File: config.mk
export PLATFORM = sky130hd
export DESIGN_NAME = sprite_quad_vertex_expander
export DESIGN_NICKNAME = d
export VERILOG_FILES = /design/src/rtl/sqve_pkg.sv /design/src/rtl/sqve_ctrl.sv /design/src/rtl/sqve_dp.sv /design/src/rtl/sprite_quad_vertex_expander.sv
export SDC_FILE = /design/constraint.sdc
export NUM_CORES = 1
export LEC_CHECK = 0
export BUFFER_PORTS_ARGS = -buffer_cell sky130_fd_sc_hd__buf_2
export CAP_MARGIN = 15
export CORE_AREA = 3 3 339 341
export CTS_BUF_LIST = sky130_fd_sc_hd__clkbuf_16
export CTS_CLUSTER_SIZE = 25
export DETAILED_ROUTE_END_ITERATION = 10
export DIE_AREA = 0 0 342 344
export HOLD_SLACK_MARGIN = 0.03
export PLACE_DENSITY_LB_ADDON = 0.2
export REMOVE_ABC_BUFFERS = 1
export SYNTH_ARGS = -nofsm -noshare
export SYNTH_HDL_FRONTEND = slang
export SYNTH_SLANG_ARGS = --single-unit
File: constraint.sdc
create_clock -name i_clk -period 13.9 [get_ports i_clk]
set_clock_uncertainty 0.1 [all_clocks]
set_input_delay 2.085 -clock i_clk [delete_from_list [all_inputs] [get_ports i_clk]]
set_output_delay 2.085 -clock i_clk [all_outputs]
set_load 0.05 [all_outputs]
File: src/rtl/sqve_pkg.sv
package sqve_pkg;

    // Command codes of the input item
    localparam logic [1:0] MODE_START    = 2'd0;
    localparam logic [1:0] MODE_PLAIN    = 2'd1;
    localparam logic [1:0] MODE_TEXTURED = 2'd2;

    // Overflow codes of a result item
    localparam logic [1:0] OVF_NONE  = 2'd0;
    localparam logic [1:0] OVF_SLOTS = 2'd1;
    localparam logic [1:0] OVF_BATCH = 2'd2;

    localparam logic [1:0] CORNER_LAST = 2'd3;

    localparam int unsigned SQVE_NUM_SLOTS = 16;
    localparam logic [16:0] MAX_QUADS_RESET = 17'd4096;
    localparam logic [16:0] MAX_QUADS_CAP   = 17'd65536;

    typedef enum logic [1:0] {
        ST_IDLE,
        ST_CHECK,
        ST_RESOLVE,
        ST_EMIT
    } t_state;

    // Controller to datapath
    typedef struct packed {
        logic load;     // latch an accepted quad item
        logic clear;    // start a new batch
        logic check;    // slot compare and batch limit check
        logic resolve;  // pick slot, bump counters, set overflow code
        logic advance;  // step to the next corner
    } t_cmd;

    // Datapath to controller
    typedef struct packed {
        logic in_start;
        logic in_quad;
        logic emit_last;
    } t_status;

    // Saturate a 33-bit signed sum to 32 bits
    function automatic logic [31:0] sat33(input logic [32:0] s);
        logic [31:0] r;
        if (s[32] != s[31]) begin
            r = s[32] ? 32'h8000_0000 : 32'h7FFF_FFFF;
        end else begin
            r = s[31:0];
        end
        return r;
    endfunction

endpackage

File: src/rtl/sqve_ctrl.sv
module sqve_ctrl (
    input  logic             i_clk,
    input  logic             i_rst_n,
    input  logic             i_valid,
    input  logic             i_stall,
    input  sqve_pkg::t_status i_status,
    output sqve_pkg::t_cmd   o_cmd,
    output logic             o_stall,
    output logic             o_valid
);

    sqve_pkg::t_state r_state;
    sqve_pkg::t_state n_state;
    logic             in_accept;

    // State register
    always_ff @(posedge i_clk) begin
        if (!i_rst_n) begin
            r_state <= sqve_pkg::ST_IDLE;
        end else begin
            r_state <= n_state;
        end
    end

    assign in_accept = i_valid && (r_state == sqve_pkg::ST_IDLE);

    // Next state and commands
    always_comb begin
        n_state = r_state;
        o_cmd   = '0;
        o_stall = 1'b1;
        o_valid = 1'b0;
        unique case (r_state)
            sqve_pkg::ST_IDLE: begin
                o_stall = 1'b0;
                if (in_accept) begin
                    o_cmd.clear = i_status.in_start;
                    o_cmd.load  = i_status.in_quad;
                    if (i_status.in_quad) begin
                        n_state = sqve_pkg::ST_CHECK;
                    end
                end
            end
            sqve_pkg::ST_CHECK: begin
                o_cmd.check = 1'b1;
                n_state     = sqve_pkg::ST_RESOLVE;
            end
            sqve_pkg::ST_RESOLVE: begin
                o_cmd.resolve = 1'b1;
                n_state       = sqve_pkg::ST_EMIT;
            end
            sqve_pkg::ST_EMIT: begin
                o_valid = 1'b1;
                if (!i_stall) begin
                    if (i_status.emit_last) begin
                        n_state = sqve_pkg::ST_IDLE;
                    end else begin
                        o_cmd.advance = 1'b1;
                    end
                end
            end
            default: n_state = sqve_pkg::ST_IDLE;
        endcase
    end

endmodule

File: src/rtl/sqve_dp.sv
module sqve_dp #(
    parameter int unsigned NUM_SLOTS = sqve_pkg::SQVE_NUM_SLOTS
) (
    input  logic               i_clk,
    input  logic               i_rst_n,
    input  sqve_pkg::t_cmd     i_cmd,
    output sqve_pkg::t_status  o_status,
    input  logic               i_cfg_we,
    input  logic [16:0]        i_cfg_data,
    input  logic [1:0]         i_mode,
    input  logic signed [31:0] i_pos_x,
    input  logic signed [31:0] i_pos_y,
    input  logic signed [31:0] i_pos_z,
    input  logic signed [31:0] i_size_x,
    input  logic signed [31:0] i_size_y,
    input  logic [31:0]        i_color_rgba,
    input  logic [31:0]        i_texture_id,
    input  logic [31:0]        i_uv_corner0,
    input  logic [31:0]        i_uv_corner1,
    input  logic [31:0]        i_uv_corner2,
    input  logic [31:0]        i_uv_corner3,
    output logic signed [31:0] o_vertex_x,
    output logic signed [31:0] o_vertex_y,
    output logic signed [31:0] o_vertex_z,
    output logic [31:0]        o_vertex_color,
    output logic [31:0]        o_vertex_uv,
    output logic [3:0]         o_slot_index,
    output logic [1:0]         o_corner,
    output logic               o_last_vertex,
    output logic [18:0]        o_index_total,
    output logic [1:0]         o_overflow
);

    localparam int unsigned SlotW = $clog2(NUM_SLOTS);
    localparam int unsigned UsedW = $clog2(NUM_SLOTS + 1);

    // Configuration and batch state
    logic [16:0]       r_max_quads;
    logic [16:0]       r_quad_count;
    logic [UsedW-1:0]  r_slots_used;
    logic [31:0]       r_slot_ids [NUM_SLOTS];

    // Latched quad item
    logic              r_textured;
    logic [31:0]       r_x0, r_x1, r_y0, r_y1;
    logic [31:0]       r_z;
    logic [31:0]       r_color;
    logic [31:0]       r_tex_id;
    logic [3:0][31:0]  r_uv;

    // Lookup and emit state
    logic [NUM_SLOTS-1:0] r_match;
    logic [NUM_SLOTS-1:0] n_match;
    logic                 r_full;
    logic [SlotW-1:0]     r_slot;
    logic [1:0]           r_corner;
    logic [1:0]           r_ovf;

    logic signed [31:0] half_x, half_y;
    logic [16:0]        limit;
    logic [SlotW-1:0]   hit_slot;
    logic               hit;
    logic               slots_full;
    logic               reject;

    assign o_status.in_start  = (i_mode == sqve_pkg::MODE_START);
    assign o_status.in_quad   = (i_mode == sqve_pkg::MODE_PLAIN) ||
                                (i_mode == sqve_pkg::MODE_TEXTURED);
    assign reject             = (r_ovf != sqve_pkg::OVF_NONE);
    assign o_status.emit_last = reject || (r_corner == sqve_pkg::CORNER_LAST);

    assign half_x = i_size_x >>> 1;
    assign half_y = i_size_y >>> 1;
    assign limit  = (r_max_quads > sqve_pkg::MAX_QUADS_CAP) ?
                    sqve_pkg::MAX_QUADS_CAP : r_max_quads;

    // Hold the limit register
    always_ff @(posedge i_clk) begin
        if (!i_rst_n) begin
            r_max_quads <= sqve_pkg::MAX_QUADS_RESET;
        end else if (i_cfg_we) begin
            r_max_quads <= i_cfg_data;
        end
    end

    // Latch the quad and form its corner coordinates
    always_ff @(posedge i_clk) begin
        if (i_cmd.load) begin
            r_textured <= (i_mode == sqve_pkg::MODE_TEXTURED);
            r_x0       <= sqve_pkg::sat33({i_pos_x[31], i_pos_x} - {half_x[31], half_x});
            r_x1       <= sqve_pkg::sat33({i_pos_x[31], i_pos_x} + {half_x[31], half_x});
            r_y0       <= sqve_pkg::sat33({i_pos_y[31], i_pos_y} - {half_y[31], half_y});
            r_y1       <= sqve_pkg::sat33({i_pos_y[31], i_pos_y} + {half_y[31], half_y});
            r_z        <= i_pos_z;
            r_color    <= i_color_rgba;
            r_tex_id   <= i_texture_id;
            r_uv       <= {i_uv_corner3, i_uv_corner2, i_uv_corner1, i_uv_corner0};
        end
    end

    // Compare the id against every used slot above the white one
    always_comb begin
        for (int i = 0; i < NUM_SLOTS; i++) begin
            n_match[i] = (i != 0) && (UsedW'(i) < r_slots_used) &&
                         (r_slot_ids[i] == r_tex_id);
        end
    end

    always_ff @(posedge i_clk) begin
        if (i_cmd.check) begin
            r_match <= n_match;
            r_full  <= (r_quad_count >= limit);
        end
    end

    // Take the lowest matching slot
    always_comb begin
        hit_slot = '0;
        for (int i = NUM_SLOTS - 1; i >= 1; i--) begin
            if (r_match[i]) begin
                hit_slot = SlotW'(i);
            end
        end
    end

    assign hit        = |r_match;
    assign slots_full = (r_slots_used == UsedW'(NUM_SLOTS));

    // Clear the batch, resolve the slot, bump counters and step through corners
    always_ff @(posedge i_clk) begin
        if (!i_rst_n) begin
            r_quad_count <= '0;
            r_slots_used <= UsedW'(1);
            r_ovf        <= sqve_pkg::OVF_NONE;
            r_corner     <= '0;
            r_slot       <= '0;
        end else if (i_cmd.clear) begin
            r_quad_count <= '0;
            r_slots_used <= UsedW'(1);
        end else if (i_cmd.resolve) begin
            r_corner <= '0;
            r_slot   <= '0;
            if (r_full) begin
                r_ovf <= sqve_pkg::OVF_BATCH;
            end else if (r_textured && !hit && slots_full) begin
                r_ovf <= sqve_pkg::OVF_SLOTS;
            end else begin
                r_ovf        <= sqve_pkg::OVF_NONE;
                r_quad_count <= r_quad_count + 17'd1;
                if (r_textured) begin
                    if (hit) begin
                        r_slot <= hit_slot;
                    end else begin
                        r_slot       <= r_slots_used[SlotW-1:0];
                        r_slots_used <= r_slots_used + UsedW'(1);
                    end
                end
            end
        end else if (i_cmd.advance) begin
            r_corner <= r_corner + 2'd1;
        end
    end

    // Append a new texture id
    always_ff @(posedge i_clk) begin
        if (i_cmd.resolve && !r_full && r_textured && !hit && !slots_full) begin
            r_slot_ids[r_slots_used[SlotW-1:0]] <= r_tex_id;
        end
    end

    // Drive the result item from registers
    always_comb begin
        o_index_total = {r_quad_count, 2'b00} + {1'b0, r_quad_count, 1'b0};
        o_overflow    = r_ovf;
        if (reject) begin
            o_vertex_x     = '0;
            o_vertex_y     = '0;
            o_vertex_z     = '0;
            o_vertex_color = '0;
            o_vertex_uv    = '0;
            o_slot_index   = '0;
            o_corner       = '0;
            o_last_vertex  = 1'b1;
        end else begin
            o_vertex_x     = (r_corner[0] ^ r_corner[1]) ? r_x1 : r_x0;
            o_vertex_y     = r_corner[1] ? r_y1 : r_y0;
            o_vertex_z     = r_z;
            o_vertex_color = r_color;
            o_vertex_uv    = r_textured ? r_uv[r_corner] : '0;
            o_slot_index   = 4'(r_slot);
            o_corner       = r_corner;
            o_last_vertex  = (r_corner == sqve_pkg::CORNER_LAST);
        end
    end

endmodule

File: src/rtl/sprite_quad_vertex_expander.sv
// Channel   Valid     Stall     Payload
// input     i_valid   o_stall   i_mode, i_pos_*, i_size_*, i_color_rgba, i_texture_id, i_uv_*
// output    o_valid   i_stall   o_vertex_*, o_slot_index, o_corner, o_last_vertex, ...
// config    i_cfg_we  -         i_cfg_data (max_quads)
//
// A quad goes through accept, slot compare and resolve, then emits its four
// vertices, one per cycle while the output is not stalled. A start command starts a new batch.
// A dropped quad goes through accept, compare and resolve and gives one overflow item.
// The input is stalled while a quad is in flight; output stalls hold the item.
// Synchronous active-low reset: empty batch, slot 0 only, max_quads 4096.
// The slot table itself is not cleared; only slots in use are compared.
module sprite_quad_vertex_expander #(
    parameter int unsigned NUM_SLOTS = sqve_pkg::SQVE_NUM_SLOTS
) (
    input  logic               i_clk,
    input  logic               i_rst_n,
    input  logic               i_cfg_we,
    input  logic [16:0]        i_cfg_data,
    input  logic               i_valid,
    output logic               o_stall,
    input  logic [1:0]         i_mode,
    input  logic signed [31:0] i_pos_x,
    input  logic signed [31:0] i_pos_y,
    input  logic signed [31:0] i_pos_z,
    input  logic signed [31:0] i_size_x,
    input  logic signed [31:0] i_size_y,
    input  logic [31:0]        i_color_rgba,
    input  logic [31:0]        i_texture_id,
    input  logic [31:0]        i_uv_corner0,
    input  logic [31:0]        i_uv_corner1,
    input  logic [31:0]        i_uv_corner2,
    input  logic [31:0]        i_uv_corner3,
    output logic               o_valid,
    input  logic               i_stall,
    output logic signed [31:0] o_vertex_x,
    output logic signed [31:0] o_vertex_y,
    output logic signed [31:0] o_vertex_z,
    output logic [31:0]        o_vertex_color,
    output logic [31:0]        o_vertex_uv,
    output logic [3:0]         o_slot_index,
    output logic [1:0]         o_corner,
    output logic               o_last_vertex,
    output logic [18:0]        o_index_total,
    output logic [1:0]         o_overflow
);

    sqve_pkg::t_cmd    cmd;
    sqve_pkg::t_status status;

    sqve_ctrl u_ctrl (
        .i_clk    (i_clk),
        .i_rst_n  (i_rst_n),
        .i_valid  (i_valid),
        .i_stall  (i_stall),
        .i_status (status),
        .o_cmd    (cmd),
        .o_stall  (o_stall),
        .o_valid  (o_valid)
    );

    sqve_dp #(
        .NUM_SLOTS (NUM_SLOTS)
    ) u_dp (
        .i_clk          (i_clk),
        .i_rst_n        (i_rst_n),
        .i_cmd          (cmd),
        .o_status       (status),
        .i_cfg_we       (i_cfg_we),
        .i_cfg_data     (i_cfg_data),
        .i_mode         (i_mode),
        .i_pos_x        (i_pos_x),
        .i_pos_y        (i_pos_y),
        .i_pos_z        (i_pos_z),
        .i_size_x       (i_size_x),
        .i_size_y       (i_size_y),
        .i_color_rgba   (i_color_rgba),
        .i_texture_id   (i_texture_id),
        .i_uv_corner0   (i_uv_corner0),
        .i_uv_corner1   (i_uv_corner1),
        .i_uv_corner2   (i_uv_corner2),
        .i_uv_corner3   (i_uv_corner3),
        .o_vertex_x     (o_vertex_x),
        .o_vertex_y     (o_vertex_y),
        .o_vertex_z     (o_vertex_z),
        .o_vertex_color (o_vertex_color),
        .o_vertex_uv    (o_vertex_uv),
        .o_slot_index   (o_slot_index),
        .o_corner       (o_corner),
        .o_last_vertex  (o_last_vertex),
        .o_index_total  (o_index_total),
        .o_overflow     (o_overflow)
    );

    // Never offer a result while taking a new item
    a_no_overlap: assert property (@(posedge i_clk) disable iff (!i_rst_n)
        !(o_valid && !o_stall))
        else $error("result offered while input is open");

    // A start command gives no result
    a_start_silent: assert property (@(posedge i_clk) disable iff (!i_rst_n)
        (i_valid && !o_stall && i_mode == sqve_pkg::MODE_START) |=> !o_valid)
        else $error("start command produced a result");

    // The last item of a quad reopens the input
    a_reopen: assert property (@(posedge i_clk) disable iff (!i_rst_n)
        (o_valid && !i_stall && o_last_vertex) |=> !o_stall)
        else $error("input not reopened after last item");

    // Last flag only on the fourth corner or on an overflow item
    a_last_flag: assert property (@(posedge i_clk) disable iff (!i_rst_n)
        (o_valid && o_last_vertex) |->
            (o_corner == sqve_pkg::CORNER_LAST || o_overflow != sqve_pkg::OVF_NONE))
        else $error("last flag on a middle corner");

endmodule
# --- Word level (Yosys, flattened, before mapping) ---
# Memory sizes are Yosys's and may differ from the RTL's.
# Cells that the tools add are included.
word_totals:
  reg_bits: 418
  ram_bits: 512
  in_bits: 376
  output_inout_bits: 190
  elab_cells: 183
  n_memories: 1
op_classes:
  addsub: 8
  order_cmp: 18
  n_eq_ne: 30
  mux: 61
  n_bitwise: 6
  reduce_logical: 38
memory_table:
  columns: ["name", "words", "width", "read_ports", "rd_clocked_by_memory_dff", "write_ports", "line_no", "source"]
  rows:
  - ["u_dp.r_slot_ids", 16, 32, 15, 0, 1, "sqve_dp.sv:41", "logic [31:0] r_slot_ids [NUM_SLOTS];"]
op_table:
  columns: ["op", "n"]
  rows:
  - ["two-way mux 32 bit", 17]
  - ["== test 32 bit", 15]
  - ["two-way mux 4 bit", 20]
  - ["adder 32 x 31 -> 33 bit", 2]
  - ["subtractor 32 x 31 -> 33 bit", 2]
  - ["binary-select mux 32 bit (select 2 bit)", 1]
  - ["less-than comparator 4 x 5 -> 1 bit, first input constant", 8]
  - ["logical AND 1 bit", 22]
  - ["less-than comparator 3 x 5 -> 1 bit, first input constant", 4]
  - ["two-way mux 2 bit", 10]
  - ["adder 19 x 18 -> 19 bit", 1]
  - ["adder 17 x 1 -> 17 bit, second input constant", 1]
  - [">= comparator 17 bit", 1]
  - ["> comparator 17 bit, second input constant", 1]
  - ["two-way mux 17 bit", 1]
  - ["OR reduction 15 bit", 1]
  - ["two-way mux 1 bit", 11]
  - ["less-than comparator 2 x 5 -> 1 bit, first input constant", 2]
  - ["== test 2 bit, second input constant", 4]
  - ["case mux 2 bit (4 select lines)", 1]
  - ["adder 5 x 1 -> 5 bit, second input constant", 1]
  - ["== test 5 bit, second input constant", 1]
  - ["less-than comparator 1 x 5 -> 1 bit, first input constant", 1]
  - ["inverter 1 bit", 5]
  - ["other kinds (16)", 28]

# --- Depth between registers and ports, before layout ---
# Gate-level depths: netlist of the first run.
logic_depth:
  ltp_word: 19
  mapped_depth: 14
  depth_no_buf: 13

# --- Modules after synthesis ---
# From an unflattened synthesis of the first run, not the netlist that was laid out.
unflattened:
  cells_unflattened: 3460
  hier_area_um2: 44953.1
by_module_without_submodules:
  columns: ["mod", "n_inst", "cells_per_inst", "area_each_um2", "seq_area_each_um2"]
  rows:
  - ["sqve_dp", 1, 3438, 44757.9, 26435.4]
  - ["sqve_ctrl", 1, 22, 195.2, 40.0]

# --- Worst setup path before layout of the first run ---
# Ideal clock, no wire load.
synth_timing:
  kind: "input to register"
  from: "input i_mode[0]"
  to: "register u_dp.r_color[0], enable pin"
  setup_time_ns: 0.763
  t_arrival_ns: 10.444
  required_ns: 13.037
  slack_ns: 2.594
  cell_stages: 3
  path_buffers: 0
  cell_sequence: "inv_1 > ha_1 > and3_1"
synth_lines:
  columns: ["element", "line_no", "source"]
  rows:
  - ["from (decl)", "sprite_quad_vertex_expander.sv:21", "input logic [1:0] i_mode,"]
  - ["to (signal assigned)", "sqve_dp.sv:95", "r_color <= i_color_rgba;"]
  - ["to (decl)", "sqve_dp.sv:47", "logic [31:0] r_color;"]

# --- Final worst setup path of the first run ---
layout_timing:
  from: "register u_dp.r_quad_count[0]"
  to: "output o_index_total[18]"
layout_between:
  elab_chain_len: 1
layout_lines:
  columns: ["element", "line_no", "source"]
  rows:
  - ["from (decl)", "sqve_dp.sv:39", "logic [16:0] r_quad_count;"]
  - ["from (signal assigned)", "sqve_dp.sv:149", "r_quad_count <= r_quad_count + 17'd1;"]
  - ["adder 19 x 18 -> 19 bit", "sqve_dp.sv:173", "o_index_total = {r_quad_count, 2'b00} + {1'b0, r_quad_count, 1'b0};"]
  - ["to (decl)", "sprite_quad_vertex_expander.sv:43", "output logic [18:0] o_index_total,"]
# Every way passes these cells.

==> results of run 1 <==
## kinds of logic after synthesis
| group | count (synthesis) |
|---|---|
| and+or+nand+nor | 801 |
| buffers and inverters | 332 |
| xor gates and xnor gates | 621 |
| other | 1 |
| AOI/OAI and AO/OA | 514 |
| adders and majority gates | 194 |
| DFF | 898 |
| muxes | 117 |
## routing by layer
| metal | routed length [um] | vias up |
|---|---|---|
| li1 | - | 13800 |
| met1 | 54500 | 14400 |
| met2 | 58700 | 852 |
| met3 | 7810 | 195 |
| met4 | 3760 | 14 |
| met5 | 92 | - |
## state kept, by name (all words and copies together) (netlist names)
signal / count
u_ctrl.r_state: 2
u_dp.o_overflow: 2
u_dp.r_color: 32
u_dp.r_corner: 2
u_dp.r_full: 1
u_dp.r_match: 15
u_dp.r_max_quads: 17
u_dp.r_quad_count: 17
u_dp.r_slot: 4
u_dp.r_slot_ids: 480
u_dp.r_slots_used: 5
u_dp.r_tex_id: 32
u_dp.r_textured: 1
u_dp.r_uv: 128
u_dp.r_x0: 32
u_dp.r_x1: 32
u_dp.r_y0: 32
u_dp.r_y1: 32
u_dp.r_z: 32
## cells in the mapped netlist (all sizes together), types with 77 or more instances
library cell	instances	area (um^2)
edfxtp	849	25500
xnor2	346	3050
xor2	275	2410
nor2	218	843
ha	172	2150
a21oi	171	871
inv	147	552
clkbuf	123	469
o21ai	115	617
nand2	100	388
nor4	87	551
mux2i	84	841
and2	77	482
## cell usage in the layout, fill, tap and decap left out, types with 32 or more instances in the layout
cell,Yosys,layout
edfxtp_1,849,849
nand4_1,74,74
xnor2_1,345,345
inv_1,147,168
buf_2,26,562
mux2i_1,84,84
xor2_1,275,275
o21ai_0,98,98
nor4_1,86,86
nand2_1,97,97
and2_1,77,77
nor3_1,42,39
a21oi_1,167,167
ha_1,172,171
dfxtp_1,49,47
clkbuf_16,0,100
mux4_2,32,32
and3_1,42,41
nor2_1,214,201
nor2b_1,49,49
nand3_1,42,42
a21o_1,38,38
buf_4,7,69
## critical path, cell delays in order (launching register included)
cell      delay [ns]
dfxtp_1         0.44
ha_1            0.28
inv_1           0.07
fa_1            0.40
nor2b_1         0.12
o21ai_0         0.11
a21boi_0        0.38
nor3_1          0.09
o31ai_1         0.35
a31o_2          0.23
a41oi_1         0.15
a211oi_1        0.29
xor2_1          0.19
buf_2           0.32
## worst paths after layout
path	slack (ns)	start	cells after the start	endpoint
worst max-delay path	7.62	u_dp.r_quad_count[0]	13	o_index_total[18]
worst min-delay path	0.36	u_dp.r_slot[0]	2	u_dp.r_slot[0]
worst max register to register	10.35	u_ctrl.r_state[0]	5	u_dp.r_tex_id[0]
worst min register to register	0.36	u_dp.r_slot[0]	2	u_dp.r_slot[0]
## where the power goes
group / switching [mW] / internal, mW / leakage (nW)
clock: 1.05 / 1.39 / 1.54
combinational: 1.40 / 0.565 / 9.65
sequential: 0.0629 / 3.26 / 8.13
total: 2.52 / 5.21 / 19.3
## through the flow
step / area [um^2] / worst slack, ns / cells
2_1_floorplan: 44100 / 2.59 / 3296
3_3_place_gp: 49400 / 7.55 / 5427
3_5_place_dp: 49400 / 7.44 / 5427
4_1_cts: 52400 / 7.57 / 5605
5_1_grt: 52400 / 7.18 / 5618
6_report: 52400 / 7.62 / 5624
## cell type report
class / instances / area share [%]
well taps: 1500 / 3.58
diodes: 19 / 0.0907
clock buffers: 100 / 4.78
repair buffers: 631 / 6.36
inverters: 150 / 1.07
clock inverters: 78 / 0.910
multi-input cells: 2248 / 32.7
flip-flops and latches: 898 / 50.5
==> run_results.csv, run 1 <==
group,metric,value,unit
status,status,"completed",
synth,ys_warn_count,0,
synth,ys.flop_type,"edfxtp_1",
synth,synthAdderAreaFrac,5.40,%
synth,yosys_register_bits,898,
clocking,holdBufCountCts,0,
place,io_buffers,562,
global_route,use_met1,27.4,%
floorplan,die_h,344,um
clocking,cts_resized,0,
critical_path,startpoint_type,"flip-flop",
critical_path,critPathMaxFanout,6,
clocking,clock_sinks,898,
synth,syn-cell-area,44900,um^2
sta,fmax,159,MHz
global_route,grt.busiest_layer,"met2",
place,globalplace.congestion,0.918,
floorplan,die_w,342,um
sta,final_max_slew_viol_count,0,
synth,synthMuxAreaShare,3.50,%
synth,syn_inst,3478,
route,wire_per_inst,22.2,um
clocking,postCtsSetupRepairBufs,0,
pwr,p_per_area,148,nW/um^2
global_route,grtUsageTotal,20.6,%
sta,slew_headroom,28.6,%
route,vias_per_cell,5.20,
layout,fillers,10200,
sta,hold_viol_final,0,
floorplan,die_area,118000,um^2
pwr,leakage,19.3,nW
synth,synth_compound_area_share,7.53,%
synth,synth_async_sr_flop_share,0,%
clocking,path_clk_slew,0.06,ns
layout,nets,4580,
floorplan,start_util,40.0,%
global_route,grt_max_degree,99,
sta,rsz0062_at_grt,"false",
clocking,clock_latency,0.66,ns
critical_path,worstSetupPathType,"reg -> out",
synth,synth-xor-area-share,12.2,%
sta,max_slew.worst_pin.slew,1.07,ns
sta,whs,0.362,ns
clocking,cts_tree,"done",
route,drt_iter0_drc,2072,
place,dp_hpwl,85300,um
route,num_vias,29200,
synth,synth_edf_count,849,
floorplan,io_pins,566,
sta,timing.final.crit_share,45.1,%
synth,synth_top_family_by_area,"XOR/XNOR gates",
layout,multi_input_area,17100,um^2
clocking,clockBufferDepth,3,
layout,drive_gt1_share,21.2,%
floorplan,coreArea,112000,um^2
clocking,root_buffer,"clkbuf_16",
pwr,power.total,7.73,mW
global_route,overflow,0,
route,drc,0,
pwr,ir_worst_vdd,0.0993,mV
synth,synth_cell_types,99,
global_route,grt_pass1_vias,28500,
layout,final_core_util,46.7,%
critical_path,arrival,4.09,ns
global_route,use_met3,4.26,%
sta,finalSetupTns,0,ns
sta,setup_viol,0,
critical_path,required,11.72,ns
route,antenna_left,0,
route,dr.pass1.iters,7,
run,cap_viol_max_count,0,
layout,area_delta_synth_final,16.8,%
hold_path,min_path_type,"reg -> reg",
synth,synth-seq-area-share,59.0,%
route,wirelength,125000,um
synth,yosys.area_share.simple,9.41,%
clocking,cts-buffers-inserted,98,
clocking,cts_max_level,3,
synth,postSynthAreaPerCell,12.9,um^2
layout,register_area,26500,um^2
critical_path,worst_setup_path_end_kind,"output pin",
sta,min_period,6.28,ns
global_route,grtUsageMet2,33.7,%
global_route,grt_pass1_wl,183000,um
global_route,antenna_found_initial,32,
floorplan,rows,123,
No activity file was read; power rests on OpenSTA's default activity.
==> inputs of run 2 (changes only) <==
==> constraint.sdc (replaced) <==
create_clock -name i_clk -period 5.57 [get_ports i_clk]
set_clock_uncertainty 0.1 [all_clocks]
set_input_delay 0.8355 -clock i_clk [delete_from_list [all_inputs] [get_ports i_clk]]
set_output_delay 0.8355 -clock i_clk [all_outputs]
set_load 0.05 [all_outputs]
==> run 2 against run 1 <==
Clock-buffer cell count fell by 1. Utilization rose by 0.34 points. Final cell count increased by 0.39%. Routed wire length up 1.5%. Non-clock buffer count increased by 30. Worst setup slack worse by 7.0 ns. Critical path type unchanged. Highest routed layer unchanged. Largest power group unchanged.
==> run_results.csv, run 2 (synthesized netlist as in run 1, its figures left out) <==
group,metric,value,unit
status,status,"completed",
sta,rsz0062_at_grt,"false",
critical_path,required,4.63,ns
sta,fmax,201,MHz
floorplan,start_util,40.0,%
route,dr.pass1.iters,5,
critical_path,worstSetupPathType,"reg -> out",
critical_path,worst_setup_path_end_kind,"output pin",
clocking,cts_resized,0,
floorplan,io_pins,566,
floorplan,coreArea,112000,um^2
clocking,postCtsSetupRepairBufs,0,
layout,finalInstanceArea,52800,um^2
route,num_vias,29500,
clocking,cts_max_level,3,
floorplan,die_area,118000,um^2
route,antenna_left,0,
clocking,cts_tree,"done",
critical_path,startpoint_type,"flip-flop",
clocking,clock_sinks,898,
critical_path,critPathSlowestCell,"dfxtp_1",
clocking,holdBufCountCts,0,
critical_path,arrival,4.05,ns
place,globalplace.congestion,0.915,
global_route,grt_pass1_wl,183000,um
pwr,p_per_area,371,nW/um^2
global_route,antenna_found_initial,32,
sta,min_period,4.98,ns
sta,hold_viol_final,0,
place,place_area,49600,um^2
sta,slew_headroom,26.0,%
layout,largest_reg_flops,480,
global_route,grt_pass1_vias,28500,
pwr,clkPwrFrac,32.2,%
layout,area_delta_synth_final,17.6,%
sta,final_max_slew_viol_count,0,
layout,mostFrequentLayoutCells,"edfxtp_1 (849), buf_2 (562), xnor2_1 (345)",
route,vias_per_cell,5.22,
layout,register_area,26500,um^2
pwr,leakage,19.5,nW
pwr,ir_worst_vdd,0.287,mV
clocking,path_clk_slew,0.06,ns
layout,fillers,10200,
pwr,p_int,13.3,mW
floorplan,rows,123,
global_route,grtUsageTotal,20.7,%
floorplan,die_w,342,um
route,wire_per_inst,22.4,um
place,dp_hpwl,90100,um
sta,timing.final.crit_share,89.5,%
route,drc,0,
critical_path,crit_path_max_incr_delay,0.44,ns
clocking,clock_latency,0.67,ns
place,io_buffers,562,
pwr,p_sw_share,32.2,%
layout,layout_commonest_cell,"edfxtp_1",
pwr,power_frac_seq,42.5,%
hold_path,min_path_type,"in -> reg",
critical_path,cp_cell_sequence,"ha_1 > inv_1 > fa_1 > nor2b_1 > o21ai_0 > a21boi_0 > nor3_1 > o31ai_1 > a31o_2 > a41oi_1 > a211oi_1 > xor2_1 > buf_2",
sta,finalSetupTns,0,ns
sta,whs,0.237,ns
sta,setup_viol,0,
pwr,switchingPower,6.31,mW
global_route,grt_max_degree,119,
run,cap_viol_max_count,0,
layout,multi_input_area,17100,um^2
clocking,root_buffer,"clkbuf_16",
pwr,comb_power_share,25.3,%
sta,max_slew.worst_pin.slew,1.11,ns
layout,nets,4609,
clocking,cts-buffers-inserted,97,
floorplan,die_h,344,um
critical_path,critPathMaxFanout,6,
route,drt_iter0_drc,1951,
pwr,power.total,19.6,mW
layout,drive_gt1_share,22.0,%
clocking,clockBufferDepth,3,
route,wirelength,127000,um
global_route,overflow,0,
-- run 2: cell types whose count changed in the layout (fill, tap and decap cells not counted), moves of 4 or more --
cell        change
clkinv_2        +4
clkinvlp_4      +4
diode_2         -4
bufinv_16       +5
buf_4          +26
clkinv_1       -13
buf_12          +4
-- run 2: worst paths after layout --
path,from,cells past startpoint,slack (ns),to
min reg2reg,u_dp.r_slot[0],2,0.37,u_dp.r_slot[0]
min,i_texture_id[30],1,0.24,u_dp.r_tex_id[30]
max,u_dp.r_quad_count[0],13,0.59,o_index_total[18]
max reg2reg,u_dp.r_tex_id[16],6,1.87,u_dp.r_match[5]
-- run 2: worst max-delay path, delay by kind of cell, from the launching register on --
kind	cells	cell delay, ns
AO/OA/AOI/OAI	6	1.46
AND/OR/NAND/NOR	2	0.21
XOR/XNOR	1	0.18
adder cells (fa/ha/maj)	2	0.69
flip-flops	1	0.44
buffers and inverters	2	0.39
-- run 2: stage by stage --
step,cells,utilization [%],setup slack (ns)
after global routing,5641,47.0,0.261
after floorplan,3296,-,-4.49
final,5646,47.0,0.586
after CTS,5631,47.0,0.508
after detailed placement,5457,44.3,0.829
after global placement,5457,44.3,0.824
-- run 2: layout make-up --
class                   instances  area share [%]
repair buffers                661            6.83
flip-flops and latches        898            50.2
inverters                     150            1.07
clock buffers                  99            4.69
well taps                    1500            3.56
clock inverters                75            1.18
multi-input cells            2248            32.4
diodes                         15          0.0711
-- run 2: routing by layer --
layer  up-vias  global-route usage [%]  routed length (um)  share of wire [%]
li1      13800                       -                   -                  -
met1     14600                    27.9               55300                 44
met2       885                    34.6               60200                 48
met3       179                    3.97                7920                6.3
met4        14                    5.29                3140                2.5
met5         -                       0                  88              0.069
-- run 2: power by group through the flow --
stage / registers, mW / clock network (mW) / logic, mW
finish: 8.33 / 6.30 / 4.96
detailed placement: 8.47 / 0 / 4.99
global route: 8.36 / 6.72 / 5.30
global placement: 8.45 / 0 / 4.98
floorplan: 8.82 / 0 / 3.12
CTS: 8.33 / 6.46 / 5.01
==> inputs of run 3 (changes only) <==
--- a/config.mk
+++ b/config.mk
@@ -7,11 +7,13 @@
 export LEC_CHECK = 0
 export BUFFER_PORTS_ARGS = -buffer_cell sky130_fd_sc_hd__buf_2
 export CAP_MARGIN = 15
-export CORE_AREA = 3 3 339 341
+export CELL_PAD_IN_SITES_DETAIL_PLACEMENT = 1
+export CELL_PAD_IN_SITES_GLOBAL_PLACEMENT = 2
+export CORE_AREA = 3 3 358 360
 export CTS_BUF_LIST = sky130_fd_sc_hd__clkbuf_16
 export CTS_CLUSTER_SIZE = 25
 export DETAILED_ROUTE_END_ITERATION = 10
-export DIE_AREA = 0 0 342 344
+export DIE_AREA = 0 0 361 363
 export HOLD_SLACK_MARGIN = 0.03
 export PLACE_DENSITY_LB_ADDON = 0.2
 export REMOVE_ABC_BUFFERS = 1
==> run 3 against run 2 <==
Global-route usage increased by 0.85 points. Sequential cell count is the same. Routed wire length up 15%.
==> run_results.csv, run 3 (synthesized netlist as in run 1, its figures left out) <==
group,metric,value,unit
route,vias_per_cell,5.19,
pwr,comb_power_share,25.1,%
pwr,power_frac_seq,41.7,%
place,globalplace.congestion,0.841,
layout,layout_commonest_cell,"edfxtp_1",
floorplan,coreArea,125000,um^2
sta,min_period,5.13,ns
critical_path,critPathMaxFanout,6,
clocking,cts_tree,"done",
layout,area_delta_synth_final,18.5,%
floorplan,io_pins,566,
global_route,grt_pass1_wl,211000,um
layout,drive_gt1_share,21.8,%
pwr,power.total,20.1,mW
place,pre_cts_ws,0.756,ns
route,wirelength,146000,um
route,drt_iter0_drc,1945,
floorplan,start_util,35.8,%
floorplan,die_h,363,um
sta,setup_viol,0,
global_route,grt_max_degree,101,
layout,largest_reg_flops,480,
pwr,p_sw_share,33.0,%
critical_path,required,4.63,ns
sta,max_slew.worst_pin.slew,1.21,ns
layout,nets,4611,
clocking,postCtsSetupRepairBufs,0,
layout,mostFrequentLayoutCells,"edfxtp_1 (849), buf_2 (562), xnor2_1 (345)",
critical_path,worst_setup_path_end_kind,"output pin",
place,place_area,49900,um^2
critical_path,arrival,4.20,ns
floorplan,die_w,361,um
global_route,overflow,0,
status,status,"completed",
sta,timing.final.crit_share,92.2,%
floorplan,rows,130,
layout,instances_no_fill,5805,
layout,finalInstanceArea,53200,um^2
critical_path,worstSetupPathType,"reg -> out",
pwr,p_per_area,378,nW/um^2
sta,worst_slack,0.435,ns
critical_path,startpoint_type,"flip-flop",
sta,hold_viol_final,0,
pwr,p_int,13.5,mW
pwr,clkPwrFrac,33.2,%
hold_path,min_path_type,"in -> reg",
clocking,cts_resized,0,
clocking,path_clk_slew,0.06,ns
layout,final_core_util,42.4,%
global_route,grt_pass1_vias,30900,
clocking,clock_sinks,898,
clocking,root_buffer,"clkbuf_16",
clocking,clock_latency,0.71,ns
route,dr.pass1.iters,5,
route,num_vias,30100,
global_route,grtUsageTotal,21.6,%
place,dp_hpwl,105000,um
pwr,leakage,19.6,nW
sta,slew_headroom,17.4,%
clocking,cts_max_level,3,
pwr,switchingPower,6.65,mW
sta,fmax,195,MHz
route,drc,0,
clocking,holdBufCountCts,0,
route,wire_per_inst,25.1,um
sta,whs,0.205,ns
sta,finalSetupTns,0,ns
sta,rsz0062_at_grt,"false",
clocking,cts-buffers-inserted,102,
clocking,clockBufferDepth,3,
route,antenna_left,0,
floorplan,die_area,131000,um^2
layout,fillers,13200,
place,place_inst,5604,
run,cap_viol_max_count,0,
place,io_buffers,562,
global_route,antenna_found_initial,32,
pwr,ir_worst_vdd,0.284,mV
sta,final_max_slew_viol_count,0,
[run 3: cell types whose count changed in the layout (fill, tap and decap cells not counted), moves of 2 or more]
cell        delta
buf_12         +4
buf_4          -7
clkbuf_16      +4
clkinv_1       +9
clkinv_16      +2
clkinv_2       -9
clkinv_4       +2
clkinvlp_4     -3
diode_2        +2
inv_1          +2
inv_6          +2
[run 3: power by group through the flow]
stage | Clock (mW) | Combinational (mW) | Sequential [mW]
floorplan | 0 | 3.12 | 8.82
global placement | 0 | 5.07 | 8.52
detailed placement | 0 | 5.11 | 8.54
CTS | 6.85 | 5.13 | 8.40
global route | 7.12 | 5.41 | 8.43
finish | 6.67 | 5.05 | 8.39
[run 3: metal layers]
metal | track usage, % | up-vias | routed length (um)
li1 | - | 13800 | -
met5 | 0 | - | 172
met1 | 28.3 | 15300 | 63300
met4 | 6.36 | 24 | 4490
met2 | 36.1 | 749 | 69200
met3 | 4.54 | 201 | 8430
[run 3: worst max-delay path: stages (launching register included)]
cell and delay [ns]:
dfxtp_1 0.47, ha_1 0.31, inv_1 0.08, fa_1 0.40, nor2b_1 0.14, o21ai_0 0.12, a21boi_0 0.33, nor3_1 0.11
o31ai_1 0.39, a31o_2 0.24, a41oi_1 0.17, a211oi_1 0.28, xor2_1 0.16, buf_2 0.31
[run 3: layout make-up]
class                      instances  area [um^2]  area share (%)
sequential                       898        26500            49.8
multi-input combinational       2248        17100            32.2
timing repair buffer             658         3630            6.83
clock buffer                     103         2580            4.84
tap                             1650         2060            3.88
clock inverter                    81          716            1.35
inverter                         150          563            1.06
antenna                           17         42.5          0.0800
[run 3: path summary, 6_finish.rpt]
path	to	slack, ns	cells past startpoint	start
setup reg to reg	u_dp.r_match[11]	1.93	5	u_dp.r_slots_used[2]
hold reg to reg	u_ctrl.r_state[1]	0.41	2	u_ctrl.r_state[1]
hold / removal	u_dp.r_uv[104]	0.20	1	i_uv_corner3[8]
setup / recovery	o_index_total[18]	0.44	13	u_dp.r_quad_count[0]
